--- src/hw/rtl/skt_pkg.sv ---
// ----------------------------------------------------------------------------
// skt_pkg: shared types and codes for the sorted key table
// Action and status codes, sequencer states, field widths of the channels, compare result.
// ----------------------------------------------------------------------------
package skt_pkg;

  // Field widths of the channel payloads
  localparam int ACTION_W  = 3;
  localparam int KEY_W     = 32;
  localparam int PAYLOAD_W = 32;
  localparam int STATUS_W  = 3;
  localparam int INDEX_W   = 6;
  localparam int COUNT_W   = 7;

  typedef enum logic [ACTION_W-1:0] {
    ACT_CLEAR    = 3'd0,
    ACT_INSERT   = 3'd1,
    ACT_DELETE   = 3'd2,
    ACT_REPLACE  = 3'd3,
    ACT_FIND     = 3'd4,
    ACT_RST_ITER = 3'd5,
    ACT_NEXT     = 3'd6
  } action_t;

  typedef enum logic [STATUS_W-1:0] {
    ST_OK       = 3'd0,
    ST_FULL     = 3'd1,
    ST_DUP      = 3'd2,
    ST_NOTFOUND = 3'd3,
    ST_END      = 3'd4
  } status_t;

  typedef enum logic [3:0] {
    S_IDLE,
    S_SRCH,
    S_SCMP,
    S_CHK,
    S_SHUP,
    S_SHDN,
    S_NEXT,
    S_FIN
  } state_t;

  // Result of the shared key comparator
  typedef struct packed {
    logic lt;
    logic eq;
  } cmp_res_t;

endpackage

--- src/hw/rtl/skt_cmp.sv ---
// ----------------------------------------------------------------------------
// skt_cmp: shared key comparator
// Unsigned magnitude and equality compare of a stored key against the request.
// ----------------------------------------------------------------------------
module skt_cmp #(
  parameter int W = 32
) (
  input  logic [W-1:0]      stored_key,
  input  logic [W-1:0]      req_key,
  output skt_pkg::cmp_res_t res
);

  assign res.lt = (stored_key < req_key);
  assign res.eq = (stored_key == req_key);

endmodule

--- config.mk ---
export PLATFORM = sky130hd
export DESIGN_NAME = skt_cmp
export DESIGN_NICKNAME = d
export VERILOG_FILES = /design/src/hw/rtl/skt_pkg.sv /design/src/hw/rtl/skt_cmp.sv
export SDC_FILE = /design/constraint.sdc
export NUM_CORES = 1
export LEC_CHECK = 0
export ABC_AREA = 1
export BUFFER_PORTS_ARGS = -buffer_cell sky130_fd_sc_hd__clkbuf_2
export CORE_MARGIN = 10
export CORE_UTILIZATION = 38
export DETAILED_ROUTE_END_ITERATION = 12
export PLACE_DENSITY = 0.8
export SLEW_MARGIN = 10
export SYNTH_ARGS = -nofsm -noshare
export SYNTH_HDL_FRONTEND = slang
export SYNTH_SLANG_ARGS = --single-unit
export TNS_END_PERCENT = 50
--- constraint.sdc ---
create_clock -name vclk -period 1.2
set_input_delay 0.24 -clock vclk [all_inputs]
set_output_delay 0.24 -clock vclk [all_outputs]
set_load 0.02 [all_outputs]
==> results by group, run 1 <==
Drt
  • Drt total wl: 2.38 mm
  • Post-route ant nets: 0
  • Wire length per cell: 10.2 um
  • Via-to-Cell Ratio: 4.36
  • Drt first pass iters: 2
  • DRC viols: 0
  • Via count: 1021
  • Drt first-iter violations: 9

Flow run
  • Max cap viols: 0

Power and ir drop
  • Peak supply drop: 164 uV
  • Comb pwr share: 1.000
  • Pleak: 0.899 nW
  • Fraction of power spent switching nets: 0.478
  • NetSw: 197 uW
  • Clock Power Share: 0
  • Internal Pwr Total: 216 uW
  • Sequential share of power: 0
  • Final Power: 413 uW
  • P per Cell Area: 299 nW/um2

Global route
  • Vias in the first global route: 943
  • Initial antenna violation count: 0
  • GRT overflow: 0
  • Largest net degree at the start of global routing: 4
  • First-pass GRT wire length: 3.76 mm
  • GRT Total Usage: 0.0959

STA
  • Final Hold Slack: 1.05 ns
  • Final Hold Fails: 0
  • Tcrit/Tclk final: 1.34
  • Slew Limit Fails: 0
  • Final worst setup slack: -0.412 ns
  • Worst Max-Slew Pin Slew: 0.207 ns
  • Fmax: 0.620 GHz
  • Final setup viols: 2
  • Crit path time final: 1.61 ns
  • RSZ-0062 raised after global routing: true
  • Slew margin rel.: 0.862

Floorplan
  • I/O pin count: 66
  • Initial Util: 0.395
  • Die extent in y: 67.7 um
  • Die area: 4580 um2
  • Rows: 17
  • Die W: 67.7 um
  • Core ar.: 2190 um2

Placement
  • RD Place Congestion: 0.722
  • IO buf count: 66
  • Dpl ws: -0.471 ns
  • HPWL after DPL: 2.20 mm

Worst setup path
  • Crit end category: output port
  • Slowest cell on the critical path: ha_4
  • Required time of the critical path: 0.96 ns
  • Worst Path Max Fanout: 2
  • Crit path largest cell delay: 0.25 ns
  • Cells along the critical path: clkbuf_2 -> inv_2 -> ha_4 -> nand2_1 -> nor2_2 -> nand4_1 -> nor3_4 -> clkbuf_8
  • Kind of critical path: primary input to output port
  • Critical Path AT: 1.37 ns
  • Critical path startpoint category: primary input
  • WP buf/inv: 3
  • CP top delay family: simple AND/OR/NAND/NOR gates

Finish
  • Num sequential: 0
  • Layout cell share with drive strength beyond 1: 0.442
  • Clock buf count: 0
  • Antenna cells: 0
  • Nets: 304
  • Fill cells: 208
  • Register Area: 0 um2
  • Layout area overhead: 60.1%

Min path
  • Tightest Hold Check Type: primary input to output port

Clock tree
  • Setup bufs post-CTS: 0
  • CTS Hold Bufs: 0

Yosys
  • Post-synthesis cell type count: 15
  • Avg Synthesized Cell Area: 6.18 um2
  • Synth area leader: ha_1
  • Synth top area share: 0.463
  • Ranking of synthesized cells by area: ha_1, inv_1, nand2_1, a21oi_1, nor2_1
  • Mapped cell area: 865 um2
  • Seq/Total Area, Yosys: 0
  • Yosys Warn Count: 0
  • Cell count after synthesis: 140
  • Syn nets: 236

Outcome
  • Outcome: finished with violations
  • Failing checks: negative setup slack
## cell type report
cell class / instances / area (um2) / share of cell area
Multi-Input combinational cell: 99 / 850 / 0.614
Timing Repair Buffer: 66 / 345 / 0.250
Inverter: 41 / 154 / 0.111
Tap cell: 28 / 35.0 / 0.0253
## Yosys cell counts
cell type,number
o21a_1,1
nor3_2,2
ha_1,32
inv_2,1
nand3_1,2
nor2_1,8
a21o_1,1
o21ai_0,2
nor3_1,1
inv_1,40
nand3_2,1
nand4_1,2
nand2_1,32
o21bai_1,1
a21oi_1,14
## cell usage in the layout, fill, tap and decap left out
cell type  instances
clkbuf_2          64
inv_1             35
nand2_1           30
ha_1              24
a21oi_1           11
ha_4               8
inv_2              6
nor2_1             6
a21oi_2            3
nand4_1            2
nand3_1            2
o21ai_0            2
nor2_2             2
nand2_2            2
nor3_4             2
a21o_1             1
nor3_2             1
nand3_2            1
o21bai_1           1
o21a_1             1
clkbuf_8           1
buf_6              1
## final timing paths
| kind | start | endpoint | cells after the start |
|---|---|---|---|
| worst max-delay path | req_key[21] | res[0] | 8 |
| worst min-delay path | stored_key[31] | res[1] | 8 |
## timing repair
action / 4_1_cts / 5_1_grt
gates resized for setup: 11 / 15
pin swaps: 2 / 4
gates cloned: 0 / 0
endpoints found under the setup margin: 2 / 2
## power groups by stage
stage	logic [mW]	clock network [mW]	registers, mW
after global routing	0.490	0	0
after detailed placement	0.356	0	0
after global placement	0.349	0	0
after CTS	0.381	0	0
after floorplan	0.210	0	0
final	0.413	0	0
## tightest hold or removal path: cells and delay by family
family                     cells  cell delay, ns
buffers and inverters          2            0.22
AOI/OAI and AO/OA              3            0.13
adders and majority gates      1            0.11
and+or+nand+nor                2            0.11
## cells by family (layout without fill, tap and decap cells)
| kind of cell | after synthesis | in the layout | share of synthesized area |
|---|---|---|---|
| buffers and inverters | 41 | 107 | 0.178 |
| AND/OR/NAND/NOR | 48 | 48 | 0.240 |
| adder cells (fa/ha/maj) | 32 | 32 | 0.463 |
| AO/OA/AOI/OAI | 19 | 19 | 0.119 |
## layer usage
layer	track usage	wire length, um
met1	0.115	940
met2	0.177	1220
met3	0.0231	214
met4	0	0
met5	0	0
## metrics by stage
stage | area [um2] | cells | TNS [ns] | util
4_1_cts | 1310 | 234 | -0.850 | 0.596
6_report | 1380 | 234 | -0.794 | 0.632
5_1_grt | 1380 | 234 | -0.981 | 0.632
3_5_place_dp | 1240 | 234 | -0.931 | 0.566
3_3_place_gp | 1240 | 234 | -0.943 | 0.566
2_1_floorplan | 875 | 140 | -0.466 | -
Power figures use the tool's default switching activity.
==> inputs of run 2 (changes only) <==
--- a/config.mk
+++ b/config.mk
@@ -7,7 +7,7 @@
 export LEC_CHECK = 0
 export ABC_AREA = 1
 export BUFFER_PORTS_ARGS = -buffer_cell sky130_fd_sc_hd__clkbuf_2
-export CORE_MARGIN = 10
+export CORE_MARGIN = 5
 export CORE_UTILIZATION = 38
 export DETAILED_ROUTE_END_ITERATION = 12
 export PLACE_DENSITY = 0.8
==> run 2 against run 1 <==
  * The flow still finishes with violations (negative setup slack)
  * Critical path type unchanged
  * Clock-buffer cell count unchanged
  * Design area rose by 9.9%
  * Power up 17%
  * Combinational power rose by 17%
  * Global-route usage rose by 4.3 points
  * Setup slack worse by 0.040 ns
  * Critical path depth stayed put
  * First-iteration DRC count decreased by 56%
  * Hold slack gained 0.031 ns
  * Utilization increased by 6.3 points
==> results by group, run 2 (synthesis results as in run 1) <==
Power and ir drop
  • P per Cell Area: 319 nW/um2
  • Pleak: 0.924 nW
  • Internal Pwr Total: 255 uW
  • Fraction of power spent switching nets: 0.475
  • Comb pwr share: 1.000
  • Final Power: 485 uW
  • Clock Power Share: 0
  • NetSw: 230 uW
  • Sequential share of power: 0
  • Peak supply drop: 192 uV

Worst setup path
  • Critical Path AT: 1.41 ns
  • Slowest cell on the critical path: ha_4
  • Kind of critical path: primary input to output port
  • Most frequent CP cell: nor3_4
  • Crit end category: output port
  • Worst Path Max Fanout: 2
  • Critical path startpoint category: primary input
  • Crit path largest cell delay: 0.25 ns
  • Cells along the critical path: buf_6 -> inv_4 -> ha_4 -> nand4_1 -> nor3_4 -> nand3_2 -> nor3_4 -> clkbuf_8
  • Required time of the critical path: 0.96 ns

Min path
  • Hold path depth: 8
  • Tightest Hold Check Type: primary input to output port

Global route
  • GRT Total Usage: 0.139
  • Met1 Use GR: 0.133
  • GRT overflow: 0
  • Vias in the first global route: 1049
  • M3 GR Usage: 0.0178
  • First-pass GRT wire length: 3.80 mm
  • Initial antenna violation count: 0
  • Largest net degree at the start of global routing: 4
  • Met2 Use GR: 0.295
  • Grt peak-use layer: met2

STA
  • Slew Limit Fails: 0
  • Fmax: 0.605 GHz
  • Worst Max-Slew Pin Slew: 0.199 ns
  • RSZ-0062 raised after global routing: true
  • Final setup viols: 2
  • Tcrit/Tclk final: 1.38
  • Slew margin rel.: 0.867
  • Final Hold Slack: 1.08 ns
  • Final worst setup slack: -0.452 ns
  • Final Hold Fails: 0
  • Crit path time final: 1.65 ns

Drt
  • Drt total wl: 2.56 mm
  • Drt first-iter violations: 4
  • DRC viols: 0
  • Wire length per cell: 10.9 um
  • Via-to-Cell Ratio: 4.55
  • Post-route ant nets: 0
  • Drt first pass iters: 3
  • Via count: 1069

Placement
  • RD Place Congestion: 0.698
  • HPWL after DPL: 2.02 mm
  • IO buf count: 66
  • Dpl ws: -0.502 ns

Finish
  • Layout cell share with drive strength beyond 1: 0.522
  • Layout area overhead: 76.0%
  • Commonest cells after routing, fill and taps aside: clkbuf_2, inv_1, nand2_1
  • Fill cells: 180
  • Register Area: 0 um2
  • Num sequential: 0
  • Nets: 305
  • Most common cell after layout, fill and taps aside: clkbuf_2
  • Antenna cells: 0
  • Clock buf count: 0

Flow run
  • Max cap viols: 0

Floorplan
  • I/O pin count: 66
  • Rows: 17
  • Die W: 57.7 um
  • Die area: 3330 um2
  • Die extent in y: 57.7 um
  • Initial Util: 0.395
  • Core ar.: 2190 um2

Outcome
  • Failing checks: negative setup slack
  • Outcome: finished with violations
==> run 2: cell count changes in the layout (fill, tap and decap cells not counted), sizes merged <==
cell,delta
buf,+8
clkbuf,-7
==> run 2: path summary, 6_finish.rpt <==
| kind | endpoint | from |
|---|---|---|
| setup / recovery | res[0] | req_key[10] |
| hold / removal | res[1] | stored_key[11] |
==> run 2: stage by stage <==
stage	utilization	setup TNS [ns]	area [um2]	std cells
after floorplan	-	-0.466	875	140
after global placement	0.566	-0.944	1240	234
after detailed placement	0.566	-0.980	1240	234
after CTS	0.627	-0.873	1370	235
after global routing	0.694	-1.05	1520	235
final	0.694	-0.902	1520	235
==> run 2: worst max-delay path: cells and delay by family <==
family / cells / cell delay, ns
AND/OR/NAND/NOR: 4 / 0.66
adder cells (fa/ha/maj): 1 / 0.25
buffers and inverters: 3 / 0.27
==> run 2: what timing repair did <==
action,4_1_cts,5_1_grt
gates resized for setup,24,29
buffers inserted,1,0
hold buffers,0,0
setup endpoints to repair,2,2
pin swaps,15,10
==> run 2: power by group through the flow <==
stage | clock network [mW] | logic [mW] | registers, mW
6_report | 0 | 0.485 | 0
5_1_grt | 0 | 0.553 | 0
4_1_cts | 0 | 0.418 | 0
3_5_place_dp | 0 | 0.362 | 0
3_3_place_gp | 0 | 0.349 | 0
2_1_floorplan | 0 | 0.210 | 0
==> run 2: cell type report <==
class	count	area (um2)	share of cell area
inverters	41	156	0.103
multi-input cells	99	925	0.608
well taps	28	35.0	0.0230
repair buffers	67	405	0.266
==> run 2: routing by layer <==
| layer | wire, um | up-vias |
|---|---|---|
| li1 | - | 575 |
| met1 | 859 | 446 |
| met2 | 1430 | 40 |
| met3 | 199 | 8 |
| met4 | 76 | 0 |
| met5 | 0 | - |
==> inputs of run 3 (changes only) <==
--- a/config.mk
+++ b/config.mk
@@ -5,10 +5,9 @@
 export SDC_FILE = /design/constraint.sdc
 export NUM_CORES = 1
 export LEC_CHECK = 0
-export ABC_AREA = 1
 export BUFFER_PORTS_ARGS = -buffer_cell sky130_fd_sc_hd__clkbuf_2
 export CORE_MARGIN = 5
-export CORE_UTILIZATION = 38
+export CORE_UTILIZATION = 37
 export DETAILED_ROUTE_END_ITERATION = 12
 export PLACE_DENSITY = 0.8
 export SLEW_MARGIN = 10
==> run 3 against run 2 <==
  * The flow still finishes with violations (negative setup slack)
  * Non-clock buffer count is 2 higher
  * Design area is 12% lower
  * Hold slack worse by 0.14 ns
  * Die area is 3.3% lower
  * First-iteration DRC count grew to 3.5 times the previous value
  * Sequential cell count stayed put
  * Combinational power is 17% lower
  * Synthesized cell count is 18% lower
  * Critical path type unchanged
==> results by group, run 3 <==
Outcome
  • Outcome: finished with violations
  • Failing checks: negative setup slack

STA
  • Fmax: 0.441 GHz
  • Final worst setup slack: -1.07 ns
  • RSZ-0062 raised after global routing: true
  • Worst Max-Slew Pin Slew: 0.318 ns
  • Final Hold Fails: 0
  • Slew Limit Fails: 0
  • Slew margin rel.: 0.786
  • Tcrit/Tclk final: 1.89
  • Final setup viols: 2
  • Crit path time final: 2.27 ns
  • Setup TNS: -1.61 ns

Yosys
  • Top cells by count, synth: ha_1, inv_1, a21oi_1
  • Synth area leader: ha_1
  • Post-synthesis cell type count: 22
  • Cell count after synthesis: 115
  • Ranking of synthesized cells by area: ha_1, inv_1, a21oi_1, nand2_1, nand4_1
  • Seq/Total Area, Yosys: 0
  • Syn nets: 211
  • Synth top area share: 0.495
  • Mapped cell area: 808 um2
  • Yosys Warn Count: 0
  • Avg Synthesized Cell Area: 7.03 um2

Worst setup path
  • Critical Path Sink: res[1]
  • Required time of the critical path: 0.96 ns
  • Critical Path AT: 2.03 ns
  • WP buf/inv: 3
  • Crit path largest cell delay: 0.50 ns
  • Critical path startpoint: req_key[13]
  • Kind of critical path: primary input to output port
  • Crit end category: output port
  • Crit path depth: 9
  • Critical path startpoint category: primary input
  • CP top delay family: compound AO/OA/AOI/OAI gates
  • Slowest cell on the critical path: or4b_4
  • Worst Path Max Fanout: 2
  • Cells along the critical path: clkbuf_16 -> inv_12 -> ha_4 -> a21oi_2 -> nor2_1 -> a211o_1 -> or4b_4 -> a2111oi_4 -> buf_4

Drt
  • Drt total wl: 2.36 mm
  • Via count: 1017
  • Via-to-Cell Ratio: 4.80
  • Post-route ant nets: 0
  • Drt first pass iters: 4
  • Drt first-iter violations: 14
  • DRC viols: 0
  • Wire length per cell: 11.1 um

Finish
  • Post-layout util: 0.621
  • Footprint of the multi-input gates: 787 um2
  • Commonest cells after routing, fill and taps aside: clkbuf_2, inv_1, ha_1
  • Nets: 282
  • Fill cells: 211
  • Register Area: 0 um2
  • Design area: 1340 um2
  • Num sequential: 0
  • Layout area overhead: 65.2%
  • Most common cell after layout, fill and taps aside: clkbuf_2
  • Clock buf count: 0
  • Layout cell share with drive strength beyond 1: 0.457
  • Antenna cells: 0

Flow run
  • Max cap viols: 0

Floorplan
  • Rows: 17
  • Die W: 56.7 um
  • Die extent in y: 56.7 um
  • Initial Util: 0.376
  • Core ar.: 2150 um2
  • Die area: 3220 um2
  • I/O pin count: 66

Global route
  • GRT overflow: 0
  • Grt peak-use layer: met2
  • GRT Total Usage: 0.149
  • Initial antenna violation count: 0
  • M3 GR Usage: 0.0230
  • Met2 Use GR: 0.302
  • First-pass GRT wire length: 4.17 mm
  • Vias in the first global route: 1124
  • Met1 Use GR: 0.158
  • Largest net degree at the start of global routing: 4

Clock tree
  • Setup bufs post-CTS: 0
  • CTS Hold Bufs: 0

Power and ir drop
  • Final Power: 404 uW
  • Pleak: 0.814 nW
  • P per Cell Area: 302 nW/um2
  • Peak supply drop: 209 uV

Min path
  • Tightest Hold Check Type: primary input to output port
  • Hold wc startpoint: stored_key[31]

Placement
  • HPWL after DPL: 2.27 mm
  • RD Place Congestion: 0.796
  • IO buf count: 66
  • Post-DP Area: 1280 um2
[run 3: logic make-up after synthesis]
group                      synth area share
buffers and inverters                 0.149
AOI/OAI and AO/OA                     0.170
adders and majority gates             0.495
and+or+nand+nor                       0.186
[run 3: layout make-up]
cell class	count	share of cell area
multi-input cells	83	0.590
well taps	28	0.0262
inverters	32	0.101
repair buffers	69	0.283
[run 3: how the worst min path moves through the flow]
stage	to	slack (ns)	depth (start not counted)
final	res[1]	0.94	4
after global routing	res[1]	0.97	4
after CTS	res[1]	0.95	4
after detailed placement	res[1]	0.95	4
after global placement	res[1]	0.94	4
after floorplan	res[1]	0.71	2
[run 3: power by group]
part           total (mW)  internal, mW  leakage [nW]  switching, mW
registers               0             0             0              0
clock network           0             0             0              0
logic               0.404         0.223         0.814          0.181
total               0.404         0.223         0.814          0.181
[run 3: timing repair]
item                       4_1_cts  5_1_grt
setup endpoints to repair        2        2
resized for setup                8        4
pin swaps                        4        0
[run 3: metrics by stage]
| stage | instances | worst slack [ns] | hold WS [ns] |
|---|---|---|---|
| 2_1_floorplan | 115 | -0.838 | 0.711 |
| 3_3_place_gp | 212 | -1.11 | 0.936 |
| 3_5_place_dp | 212 | -1.17 | 0.946 |
| 4_1_cts | 212 | -1.12 | 0.951 |
| 5_1_grt | 212 | -1.14 | 0.971 |
| 6_report | 212 | -1.07 | 0.940 |
[run 3: worst min-delay path: stages]
cell and delay [ns]:
clkbuf_2 0.08, ha_1 0.18, a2111oi_4 0.04, buf_4 0.15
[run 3: layer usage]
layer	share of wire	routed length, um
met2	0.51	1200
met3	0.082	194
met5	0	0
met4	0.027	63
met1	0.38	903
